--- src/hdl/rlnrz_pkg.sv ---
package rlnrz_pkg;

	localparam int DURATION_BITS_DEF = 15;
	localparam int PERIOD_W = 15;
	localparam int CLOCK_HZ = 40000000;
	localparam int BIT_RATE = 40000;
	localparam logic [PERIOD_W-1:0] PERIOD_RESET = PERIOD_W'(CLOCK_HZ / BIT_RATE);
	localparam int BYTE_W = 8;
	localparam int NBITS_W = 4;
	localparam logic [2:0] LAST_BIT = 3'd7;
	localparam logic [NBITS_W-1:0] FULL_BITS = 4'd8;
	localparam int MAX_RESULTS = 64;
	localparam int OUT_DATA_W = ((BYTE_W + NBITS_W + 7) / 8) * 8;

	typedef struct packed {
		logic [BYTE_W-1:0]  data;
		logic [NBITS_W-1:0] nbits;
	} res_t;

endpackage

--- src/hdl/run_length_nrz_byte_decoder.sv ---
// Channel   | Handshake           | Payload
// s_axis    | tvalid / tready     | tdata: symbol pair, tuser: burst start, tlast: burst end
// m_axis    | tvalid / tready     | tdata: byte and bit count, tlast: last result of item
// cfg       | valid / ready       | data: bit period in ticks
// An item is accepted, each half's duration goes through the shared restoring divider, the
// quotient's bits are shifted into the byte, and the item ends with a flush and a close;
// a burst-start item goes straight to the flush and the close. Output back-pressure stalls the
// shifter, the flush and the close while the hold and output registers are both full.
// Reset loads the bit period with 1000 and empties the byte assembler and output stage.
module run_length_nrz_byte_decoder #(
	parameter int DURATION_BITS = rlnrz_pkg::DURATION_BITS_DEF
) (
	input  logic                                   clk,
	input  logic                                   arst_n,
	input  logic                                   s_axis_tvalid,
	output logic                                   s_axis_tready,
	// first_level, first_duration, second_level, second_duration, zero fill
	input  logic [((2*DURATION_BITS+2+7)/8)*8-1:0] s_axis_tdata,
	// burst_start
	input  logic                                   s_axis_tuser,
	input  logic                                   s_axis_tlast,
	output logic                                   m_axis_tvalid,
	input  logic                                   m_axis_tready,
	// data_byte, valid_bits, zero fill
	output logic [rlnrz_pkg::OUT_DATA_W-1:0]       m_axis_tdata,
	output logic                                   m_axis_tlast,
	input  logic                                   cfg_valid,
	output logic                                   cfg_ready,
	input  logic [rlnrz_pkg::PERIOD_W-1:0]         cfg_data
);

	localparam int D = DURATION_BITS;

	typedef enum logic [2:0] {
		S_IDLE, S_DIV0, S_RUN0, S_DIV1, S_RUN1, S_FLUSH, S_CLOSE
	} state_t;

	state_t                         state_q;
	logic [rlnrz_pkg::BYTE_W-1:0]   cnt_q;
	logic                           lvl0_q;
	logic                           lvl1_q;
	logic [D-1:0]                   dur1_q;
	logic                           end_q;
	logic [rlnrz_pkg::PERIOD_W-1:0] period_q;

	logic                           s_accept;
	logic                           running;
	logic                           cur_level;
	logic                           shift_want;
	logic                           flush_want;
	logic                           push;
	rlnrz_pkg::res_t                push_res;
	rlnrz_pkg::res_t                shift_res;
	rlnrz_pkg::res_t                flush_res;
	logic                           at_last;
	logic                           pending;
	logic                           step_ok;
	logic                           close_ok;
	logic                           shift_en;
	logic                           flush_en;
	logic                           div_start;
	logic [D-1:0]                   div_dvd;
	logic                           div_done;
	logic [rlnrz_pkg::BYTE_W-1:0]   div_quot;
	logic [rlnrz_pkg::BYTE_W-1:0]   run_len;

	assign s_axis_tready = (state_q == S_IDLE);
	assign cfg_ready = 1'b1;
	assign s_accept = s_axis_tvalid & s_axis_tready;

	assign running = (state_q == S_RUN0) | (state_q == S_RUN1);
	assign cur_level = (state_q == S_RUN0) ? lvl0_q : lvl1_q;
	assign shift_want = running & (cnt_q != '0);
	assign flush_want = (state_q == S_FLUSH) & end_q & pending;
	assign push = (shift_want & at_last) | flush_want;
	assign push_res = (state_q == S_FLUSH) ? flush_res : shift_res;
	assign shift_en = shift_want & step_ok;
	assign flush_en = flush_want & step_ok;

	assign div_start = (s_accept & ~s_axis_tuser) | ((state_q == S_RUN0) & (cnt_q == '0));
	assign div_dvd = (state_q == S_IDLE) ? s_axis_tdata[D:1] : dur1_q;
	assign run_len = (period_q == '0) ? '0 : div_quot;

	rlnrz_div #(
		.DVD_W(D)
	) u_div (
		.clk      (clk),
		.arst_n   (arst_n),
		.start    (div_start),
		.dividend (div_dvd),
		.divisor  (period_q),
		.done     (div_done),
		.quot     (div_quot)
	);

	rlnrz_pack u_pack (
		.clk       (clk),
		.arst_n    (arst_n),
		.shift_en  (shift_en),
		.flush_en  (flush_en),
		.level     (cur_level),
		.shift_res (shift_res),
		.flush_res (flush_res),
		.at_last   (at_last),
		.pending   (pending)
	);

	rlnrz_outq u_outq (
		.clk           (clk),
		.arst_n        (arst_n),
		.push          (push),
		.push_res      (push_res),
		.close         (state_q == S_CLOSE),
		.step_ok       (step_ok),
		.close_ok      (close_ok),
		.m_axis_tvalid (m_axis_tvalid),
		.m_axis_tready (m_axis_tready),
		.m_axis_tdata  (m_axis_tdata),
		.m_axis_tlast  (m_axis_tlast)
	);

	always_ff @(posedge clk or negedge arst_n) begin
		if (!arst_n) begin
			state_q <= S_IDLE;
			cnt_q <= '0;
			lvl0_q <= 1'b0;
			lvl1_q <= 1'b0;
			dur1_q <= '0;
			end_q <= 1'b0;
			period_q <= rlnrz_pkg::PERIOD_RESET;
		end else begin
			if (cfg_valid)
				period_q <= cfg_data;
			unique case (state_q)
				S_IDLE: begin
					if (s_accept) begin
						lvl0_q <= s_axis_tdata[0];
						lvl1_q <= s_axis_tdata[D+1];
						dur1_q <= s_axis_tdata[2*D+1:D+2];
						end_q <= s_axis_tlast;
						state_q <= s_axis_tuser ? S_FLUSH : S_DIV0;
					end
				end
				S_DIV0: begin
					if (div_done) begin
						cnt_q <= run_len;
						state_q <= S_RUN0;
					end
				end
				S_RUN0: begin
					if (cnt_q == '0)
						state_q <= S_DIV1;
					else if (step_ok)
						cnt_q <= cnt_q - 1'b1;
				end
				S_DIV1: begin
					if (div_done) begin
						cnt_q <= run_len;
						state_q <= S_RUN1;
					end
				end
				S_RUN1: begin
					if (cnt_q == '0)
						state_q <= S_FLUSH;
					else if (step_ok)
						cnt_q <= cnt_q - 1'b1;
				end
				S_FLUSH: begin
					if (~flush_want | step_ok)
						state_q <= S_CLOSE;
				end
				S_CLOSE: begin
					if (close_ok)
						state_q <= S_IDLE;
				end
				default: state_q <= S_IDLE;
			endcase
		end
	end

endmodule

--- src/hdl/rlnrz_div.sv ---
module rlnrz_div #(
	parameter int DVD_W = rlnrz_pkg::DURATION_BITS_DEF
) (
	input  logic                          clk,
	input  logic                          arst_n,
	input  logic                          start,
	input  logic [DVD_W-1:0]              dividend,
	input  logic [rlnrz_pkg::PERIOD_W-1:0] divisor,
	output logic                          done,
	output logic [rlnrz_pkg::BYTE_W-1:0]  quot
);

	localparam int PW = rlnrz_pkg::PERIOD_W;
	localparam int CNT_W = $clog2(DVD_W + 1);

	logic [DVD_W-1:0]              dvd_q;
	logic [PW-1:0]                 rem_q;
	logic [rlnrz_pkg::BYTE_W-1:0]  quot_q;
	logic [CNT_W-1:0]              cnt_q;
	logic                          busy_q;
	logic                          done_q;
	logic [PW:0]                   rem_sh;
	logic [PW+1:0]                 diff;
	logic                          ge;

	assign rem_sh = {rem_q, dvd_q[DVD_W-1]};
	assign diff = {1'b0, rem_sh} - {2'b00, divisor};
	assign ge = ~diff[PW+1];

	always_ff @(posedge clk or negedge arst_n) begin
		if (!arst_n) begin
			busy_q <= 1'b0;
			done_q <= 1'b0;
			cnt_q <= '0;
		end else begin
			done_q <= 1'b0;
			if (start) begin
				busy_q <= 1'b1;
				cnt_q <= CNT_W'(DVD_W);
			end else if (busy_q) begin
				cnt_q <= cnt_q - 1'b1;
				if (cnt_q == CNT_W'(1)) begin
					busy_q <= 1'b0;
					done_q <= 1'b1;
				end
			end
		end
	end

	always_ff @(posedge clk) begin
		if (start) begin
			dvd_q <= dividend;
			rem_q <= '0;
			quot_q <= '0;
		end else if (busy_q) begin
			dvd_q <= dvd_q << 1;
			rem_q <= ge ? diff[PW-1:0] : rem_sh[PW-1:0];
			quot_q <= {quot_q[rlnrz_pkg::BYTE_W-2:0], ge};
		end
	end

	assign done = done_q;
	assign quot = quot_q;

endmodule

--- src/hdl/rlnrz_pack.sv ---
module rlnrz_pack (
	input  logic             clk,
	input  logic             arst_n,
	input  logic             shift_en,
	input  logic             flush_en,
	input  logic             level,
	output rlnrz_pkg::res_t  shift_res,
	output rlnrz_pkg::res_t  flush_res,
	output logic             at_last,
	output logic             pending
);

	logic [2:0]                    pos_q;
	logic [rlnrz_pkg::BYTE_W-1:0]  byte_q;

	assign at_last = (pos_q == 3'd0);
	assign pending = (pos_q != rlnrz_pkg::LAST_BIT);

	assign shift_res.data = byte_q | {{(rlnrz_pkg::BYTE_W-1){1'b0}}, level};
	assign shift_res.nbits = rlnrz_pkg::FULL_BITS;
	assign flush_res.data = byte_q;
	assign flush_res.nbits = {1'b0, rlnrz_pkg::LAST_BIT - pos_q};

	always_ff @(posedge clk or negedge arst_n) begin
		if (!arst_n) begin
			pos_q <= rlnrz_pkg::LAST_BIT;
			byte_q <= '0;
		end else if (shift_en) begin
			if (at_last) begin
				pos_q <= rlnrz_pkg::LAST_BIT;
				byte_q <= '0;
			end else begin
				pos_q <= pos_q - 1'b1;
				byte_q <= byte_q | (rlnrz_pkg::BYTE_W'(level) << pos_q);
			end
		end else if (flush_en) begin
			pos_q <= rlnrz_pkg::LAST_BIT;
			byte_q <= '0;
		end
	end

endmodule

--- src/hdl/rlnrz_outq.sv ---
module rlnrz_outq (
	input  logic                                clk,
	input  logic                                arst_n,
	input  logic                                push,
	input  rlnrz_pkg::res_t                     push_res,
	input  logic                                close,
	output logic                                step_ok,
	output logic                                close_ok,
	output logic                                m_axis_tvalid,
	input  logic                                m_axis_tready,
	output logic [rlnrz_pkg::OUT_DATA_W-1:0]    m_axis_tdata,
	output logic                                m_axis_tlast
);

	localparam int CNT_W = $clog2(rlnrz_pkg::MAX_RESULTS + 1);
	localparam int PAD_W = rlnrz_pkg::OUT_DATA_W - rlnrz_pkg::BYTE_W - rlnrz_pkg::NBITS_W;

	rlnrz_pkg::res_t  hold_q;
	rlnrz_pkg::res_t  out_q;
	logic             hold_v_q;
	logic             out_v_q;
	logic             out_last_q;
	logic [CNT_W-1:0] cnt_q;
	logic             drop;
	logic             out_free;
	logic             room;
	logic             push_acc;
	logic             close_acc;
	logic             move;

	assign drop = (cnt_q == CNT_W'(rlnrz_pkg::MAX_RESULTS));
	assign out_free = ~out_v_q | m_axis_tready;
	assign room = ~hold_v_q | out_free;
	assign step_ok = ~push | drop | room;
	assign close_ok = ~hold_v_q | out_free;
	assign push_acc = push & ~drop & room;
	assign close_acc = close & close_ok;
	assign move = hold_v_q & (push_acc | close_acc);

	always_ff @(posedge clk or negedge arst_n) begin
		if (!arst_n) begin
			hold_v_q <= 1'b0;
			out_v_q <= 1'b0;
			cnt_q <= '0;
		end else begin
			if (move)
				out_v_q <= 1'b1;
			else if (m_axis_tready)
				out_v_q <= 1'b0;
			if (push_acc) begin
				hold_v_q <= 1'b1;
				cnt_q <= cnt_q + 1'b1;
			end else if (close_acc) begin
				hold_v_q <= 1'b0;
				cnt_q <= '0;
			end
		end
	end

	always_ff @(posedge clk) begin
		if (push_acc)
			hold_q <= push_res;
		if (move) begin
			out_q <= hold_q;
			out_last_q <= close_acc;
		end
	end

	assign m_axis_tvalid = out_v_q;
	assign m_axis_tdata = {{PAD_W{1'b0}}, out_q.nbits, out_q.data};
	assign m_axis_tlast = out_last_q;

endmodule

--- config.mk ---
export PLATFORM = sky130hd
export DESIGN_NAME = run_length_nrz_byte_decoder
export DESIGN_NICKNAME = d
export VERILOG_FILES = /design/src/hdl/rlnrz_pkg.sv /design/src/hdl/run_length_nrz_byte_decoder.sv /design/src/hdl/rlnrz_div.sv /design/src/hdl/rlnrz_pack.sv /design/src/hdl/rlnrz_outq.sv
export SDC_FILE = /design/constraint.sdc
export NUM_CORES = 1
export LEC_CHECK = 0
export BUFFER_PORTS_ARGS = -buffer_cell sky130_fd_sc_hd__buf_2
export CAP_MARGIN = 25
export CORE_MARGIN = 5
export CORE_UTILIZATION = 30
export CTS_CLUSTER_SIZE = 12
export DETAILED_ROUTE_END_ITERATION = 6
export GPL_TIMING_DRIVEN = 1
export SKIP_LAST_GASP = 1
export SYNTH_ARGS = -nofsm -noshare
export SYNTH_HDL_FRONTEND = slang
export SYNTH_SLANG_ARGS = --single-unit
--- constraint.sdc ---
create_clock -name clk -period 3.55 [get_ports clk]
set_clock_uncertainty 0.1 [all_clocks]
set_input_delay 0.5325 -clock clk [delete_from_list [all_inputs] [get_ports clk]]
set_output_delay 0.5325 -clock clk [all_outputs]
set_load 0.01 [all_outputs]
; ---- Yosys cells after proc, flatten, opt, wreduce, memory -nomap -nowiden
; Index checks and enable logic that the tools add are counted.
[word_totals]
regBits = 133
input_bits = 54
[op_classes]
addsub = 6
n_eq_ne = 19
n_shift = 1
mux = 40
bitwise_logic = 31
n_reduce_logical = 15
[op_table]
columns = op, n
row1 = $mux 15, 4
row2 = $mux 8, 7
row3 = $mux 3, 11
row4 = $pmux 3 s7, 1
row5 = $sub 16x15->17, 1
row6 = $ne 2x1->1 const B, 8
row7 = $pmux 8 s2, 1
row8 = $logic_not 15->1, 1
row9 = $mux 7, 2
row10 = $and 1x1->1, 13
row11 = $mux 12, 1
row12 = $mux 1, 11
row13 = $reduce_bool 2->1, 5
row14 = $eq 3x3->1 const B, 3
row15 = $or 1x1->1, 9
row16 = $logic_not 8->1, 1
row17 = $mux 4, 2
row18 = $or 8x1->8, 1
row19 = $or 8x8->8, 1
row20 = $reduce_bool 8->1, 1
row21 = $shl 1x3->8, 1
row22 = $sub 8x1->8 const B, 1
row23 = $add 7x1->7 const B, 1
row24 = $eq 7x7->1 const B, 1
row25 = other kinds (14), 24

; ---- Logic depth before layout (Yosys ltp)
[depth]
word_depth = 11
ltp_mapped = 11

; ---- Hierarchy
; A second synthesis with hierarchy kept.
[unflattened]
cells_unflattened = 657
area_unflattened_um2 = 7180.6
[by_module_without_submodules]
columns = mod, n_inst, cells_per_inst, area_each_um2, seq_area_each_um2
row1 = rlnrz_div, 1, 292, 2667.6, 1061.0
row2 = run_length_nrz_byte_decoder, 1, 208, 2477.4, 1108.6
row3 = rlnrz_outq, 1, 86, 1351.3, 975.9
row4 = rlnrz_pack, 1, 71, 684.4, 279.0

; ---- Worst setup path before layout
; Ideal clock, no wire load.
[synth_timing]
kind = reg-to-reg
from = register u_pack.pos_q[0]
to = register u_outq.out_q (netlist bit u_outq.m_axis_tdata[0]) (enable)
setup_ns = 0.382
arrival_ns = 2.208
required_time_ns = 3.068
path_slack_ns = 0.860
path_stages_with_launch = 9
n_path_buf = 1
cell_sequence = dfstp_2 inv_1 ha_1 nand2b_1 a2111oi_2 o21ai_1 buf_2 o31a_2 nor2_1
[synth_between]
elab_chain_len = 7
[synth_lines]
columns = item, line_no
row1 = "start, declared", rlnrz_pack.sv:13  ; logic [2:0] pos_q;
row2 = "start signal, assigned", rlnrz_pack.sv:26  ; pos_q <= rlnrz_pkg::LAST_BIT;
row3 = "start signal, assigned", rlnrz_pack.sv:30  ; pos_q <= rlnrz_pkg::LAST_BIT;
row4 = "start signal, assigned", rlnrz_pack.sv:33  ; pos_q <= pos_q - 1'b1;
row5 = $ne 3x3->1 / $logic_not 3->1 (equally long branches), "rlnrz_pack.sv:17, rlnrz_pack.sv:16"
row6 = $and 1x1->1 (on tied branches), "run_length_nrz_byte_decoder.sv:74, run_length_nrz_byte_decoder.sv:75"
row7 = $or 1x1->1 (*), run_length_nrz_byte_decoder.sv:75  ; assign push = (shift_want & at_last) | flush_want;
row8 = $and 1x1->1 (*) (2 in series), rlnrz_outq.sv:36  ; assign push_acc = push & ~drop & room;
row9 = $or 1x1->1 (*), rlnrz_outq.sv:38  ; assign move = hold_v_q & (push_acc | close_acc);
row10 = $and 1x1->1 (*), rlnrz_outq.sv:38
row11 = named net u_outq.move, rlnrz_outq.sv:29  ; logic move;
row12 = "end signal, assigned", rlnrz_outq.sv:64  ; out_q <= hold_q;
row13 = "end, declared", rlnrz_outq.sv:19  ; rlnrz_pkg::res_t out_q;
; Mark *: on every way through the listed nets, which the timed path passes. The rest lies on a longest branch.
; A chain may end at the register's enable or synchronous reset.

; ---- Worst setup path after layout
[layout_timing]
from = register period_q[7] (netlist bit)
to = register u_div.rem_q[14]
[layout_between]
elab_chain_len = 2
[layout_lines]
columns = item, line_no
row1 = "start, declared", run_length_nrz_byte_decoder.sv:44  ; logic [rlnrz_pkg::PERIOD_W-1:0] period_q;
row2 = "start signal, assigned", run_length_nrz_byte_decoder.sv:130  ; period_q <= rlnrz_pkg::PERIOD_RESET;
row3 = "start signal, assigned", run_length_nrz_byte_decoder.sv:133  ; period_q <= cfg_data;
row4 = $sub 16x15->17, rlnrz_div.sv:27  ; assign diff = {1'b0, rem_sh} - {2'b00, divisor};
row5 = $mux 15, rlnrz_div.sv:57  ; rem_q <= ge ? diff[PW-1:0] : rem_sh[PW-1:0];
row6 = "end signal, assigned", rlnrz_div.sv:57
row7 = "end, declared", rlnrz_div.sv:17  ; logic [PW-1:0] rem_q;
; Every way passes these cells.

==> summary.txt <==
=======================================================================================
Status                                                                     finished, final reports clean
Minimum clock period                                                            2790 ps
Kind of end point of the critical path                                        flip-flop
Global routing met3 resource utilization                                          2.84%
Largest voltage drop on the vdd net                                            0.380 mV
FP Rows                                                                              55
Number of slew-limit violations in the final report                                   0
Crit-path max cell delay                                                         580 ps
Flip-flop and latch count after synthesis                                           133
Ordered list of cells on the worst path                                    inv_1 -> ha_1 -> a21oi_1 -> o21ai_0 -> nand2_1 -> a31oi_2 -> nand3_1 -> o221ai_1
Endpoints failing setup                                                               0
Final net count                                                                     800
Buffer count from post-CTS setup fixing                                               0
Number of violations reported at the end of detailed-routing iteration 0            374
Flop-to-flop setup slack                                                         760 ps
Beginning of the critical path                                              period_q[7]
Number of stages on the worst hold path                                               3
Maximum number of pins on one net before global-route repair                         71
Average instance area after synthesis                                          10.3 µm²
Critical R2R Launch                                                         period_q[7]
DRC violations left                                                                   0
Syn. warnings                                                                         0
Critical path start-end classification                                       reg -> reg
Most congested layer reported by global routing                                    met2
Width of the die                                                                 160 µm
Relative slew slack                                                               56.5%
Number of antenna violations at the first check in global routing                     0
Number of instances in the synthesized netlist                                      653
Number of levels the H-tree was split into                                            4
Share of layout cells above drive strength 1                                      22.7%
Via-per-instance ratio                                                             4.90
Synth unique cells                                                                   78
WL per Instance                                                                 14.5 µm
Maximum Capacitance Violations                                                        0
Switching share of power                                                          39.1%
Clock power frac                                                                  25.1%
Die Height                                                                       160 µm
Post-Syn Area                                                                  6760 µm²
Final hold slack                                                                 215 ps
Sinks on Clock Net                                                                  133
Clock Tree Root                                                               clkbuf_16
Worst Setup Start Kind                                                        flip-flop
Hold-fix buffer count after cts                                                       0
Combinational share of power                                                      40.6%
Synth-to-Final Area Change                                                        19.2%
End point of the most critical hold path                                          end_q
Actual transition at the worst max-transition pin                                652 ps
Leak pwr                                                                        3.47 nW
Switching power of the nets                                                     3.05 mW
Post-detailed-routing wire length                                              14800 µm
Path class of the lowest-slack min-delay path                                 in -> reg
Placer Congestion                                                                 0.826
Arrival time at the worst endpoint                                              3030 ps
Synth async-reset ratio                                                           52.6%
Endpoint of the most critical register-to-register path                    u_div.rem_q[14]
Placeable Area                                                                22400 µm²
Sequential Power Share                                                            34.3%
Crit path max-delay cell type                                                   a31oi_2
Detailed-route via count                                                           5000
Total congestion overflow after global routing                                        0
Power density over the cells                                                 969 nW/µm²
Clock transition at path regs                                                     70 ps
Maximum net fanout on the critical path                                              10
Internal power                                                                  4.75 mW
Buffer levels on the longest clock path                                               2
Via count of the first global-routing pass                                         4885
Number of buffers created by CTS                                                     17
Length in cells of the worst reg-to-reg path                                          8
Count of boundary I/O pins                                                           74
Met1 track demand over resource in global routing                                 15.4%
Total Routing Usage GR                                                            11.7%
First-pass GRT wire length                                                     24500 µm
Share of the cycle needed by the critical path after routing                      78.7%
Remaining antenna violation count after routing                                       0
Global routing met2 resource utilization                                          18.9%
Initial Util                                                                      30.1%
Clock tree from TritonCTS                                                          done
ANT cells                                                                             0
Dominant synthesized flop cell                                                  dfrtp_1
Max Fclk                                                                        358 MHz
Number of gates resized after CTS                                                     0
Clk Latency, worst-skew pair                                                     430 ps
Number of synthesized flops with an enable pin                                       40
Critical path data required time                                                3790 ps
Number of optimization iterations in the first detailed-route pass                    7
Half-perimeter wire length after placement                                     10200 µm
Post-route setup TNS                                                               0 ps
RSZ-0062 raised after global routing                                              false
Beginning of the worst hold path                                           s_axis_tlast
Die Footprint                                                                 25600 µm²
Final hold violation count                                                            0
Seq/Total Area, Yosys                                                             50.7%
Number of port buffers                                                               68
=======================================================================================
[stage by stage]
stage	area (µm²)	power [mW]	std cells	setup slack (ps)	util, %
detailed placement	7360	5.86	986	812	32.8
CTS	8020	7.86	1018	782	35.7
global placement	7360	5.82	986	883	32.8
finish	8050	7.80	1020	757	35.9
floorplan	6770	5.12	656	860	-
global route	8050	8.39	1020	546	35.9
[state kept, by name (all words and copies together), names as in the netlist]
register	cells
u_div.dvd_q	15
u_outq.cnt_q	7
period_q	15
u_div.cnt_q	4
u_outq.m_axis_tdata	12
lvl0_q	1
u_outq.hold_q	12
u_div.done	1
end_q	1
u_outq.m_axis_tlast	1
u_div.quot	8
u_outq.m_axis_tvalid	1
u_outq.hold_v_q	1
lvl1_q	1
u_div.rem_q	15
u_div.busy_q	1
u_pack.byte_q	8
dur1_q	15
state_q	3
cnt_q	8
u_pack.pos_q	3
[area by class of cell]
type / count / area [µm²]
sequential: 133 / 3420
tap: 285 / 357
timing repair buffer: 81 / 463
clock buffer: 17 / 425
fill: 2243 / 14400
inverter: 36 / 140
multi-input combinational: 453 / 3020
clock inverter: 15 / 228
[Yosys cell counts, types with 5 or more instances]
cell       n  share of area (%)
xor2_1     5               0.65
dfstp_2    9                3.5
clkbuf_1  14               0.78
a31oi_1   14                1.3
o21ai_0   63                4.7
nor2_1    47                2.6
mux2_2    18                3.0
a21o_1     7               0.78
o31ai_1    8               0.89
edfxtp_1  40                 18
buf_2      7               0.52
dfrtp_1   61                 23
a22oi_1    5               0.56
ha_1      23                4.3
nor3_1    10               0.74
a21oi_1   23                1.7
nor4_1     6               0.56
nor2b_1    9               0.83
inv_1     34                1.9
o21ai_1    7               0.52
buf_4      8               0.89
nand2_1   72                4.0
nand2b_1   7               0.65
nand3_1   12               0.89
dfxtp_1   23                6.8
and3_1    11                1.0
mux2i_1   27                4.0
[per-layer routing]
| layer | up-vias | routed length [µm] |
|---|---|---|
| met5 | - | 0 |
| met4 | 0 | 204 |
| met3 | 14 | 504 |
| met2 | 87 | 6980 |
| met1 | 2412 | 7110 |
| li1 | 2487 | - |
[worst max path at each step]
| stage | to | slack [ps] | cells past startpoint |
|---|---|---|---|
| after global routing | u_div.rem_q[8] | 550 | 10 |
| after CTS | u_div.rem_q[14] | 780 | 8 |
| after global placement | u_div.rem_q[14] | 880 | 8 |
| after detailed placement | u_div.rem_q[8] | 810 | 10 |
| final | u_div.rem_q[14] | 760 | 8 |
| after floorplan | u_outq.m_axis_tdata[0] | 860 | 8 |
[power groups by stage]
stage	Sequential, mW	Combinational, mW	Clock, mW
floorplan	2.55	2.58	0
global placement	2.69	3.13	0
detailed placement	2.70	3.16	0
CTS	2.67	3.18	2.01
global route	2.75	3.57	2.08
finish	2.67	3.17	1.96
[worst max-delay path, delay by kind of cell, from the launching register on]
| kind | cells | cell delay, ps |
|---|---|---|
| AO/OA/AOI/OAI | 4 | 1170 |
| flip-flops | 1 | 540 |
| AND/OR/NAND/NOR | 2 | 440 |
| adder cells (fa/ha/maj) | 1 | 400 |
| buffers and inverters | 1 | 50 |
[placed cells by master, fill, tap and decap left out, drive strengths merged, types with 12 or more instances in the layout]
cell type,netlist,routed
buf,20,80
nand2,73,73
o21ai,71,71
dfrtp,61,61
nor2,48,48
inv,36,46
edfxtp,40,40
mux2i,27,27
a21oi,25,25
ha,23,23
dfxtp,23,23
mux2,18,18
clkbuf,14,17
a31oi,15,15
nand3,12,12
nor3,12,12
[logic make-up (layout without fill, tap and decap cells)]
family | count (synthesis) | in the layout | share of synthesized area (%)
adders and majority gates | 24 | 24 | 4.56
other | 2 | 5 | 0.111
buffers and inverters | 70 | 149 | 4.87
muxes | 45 | 45 | 7.00
and+or+nand+nor | 198 | 198 | 14.4
xor gates and xnor gates | 10 | 10 | 1.41
DFF | 133 | 133 | 50.7
AOI/OAI and AO/OA | 171 | 171 | 17.0
Power figures use the tool's default switching activity.
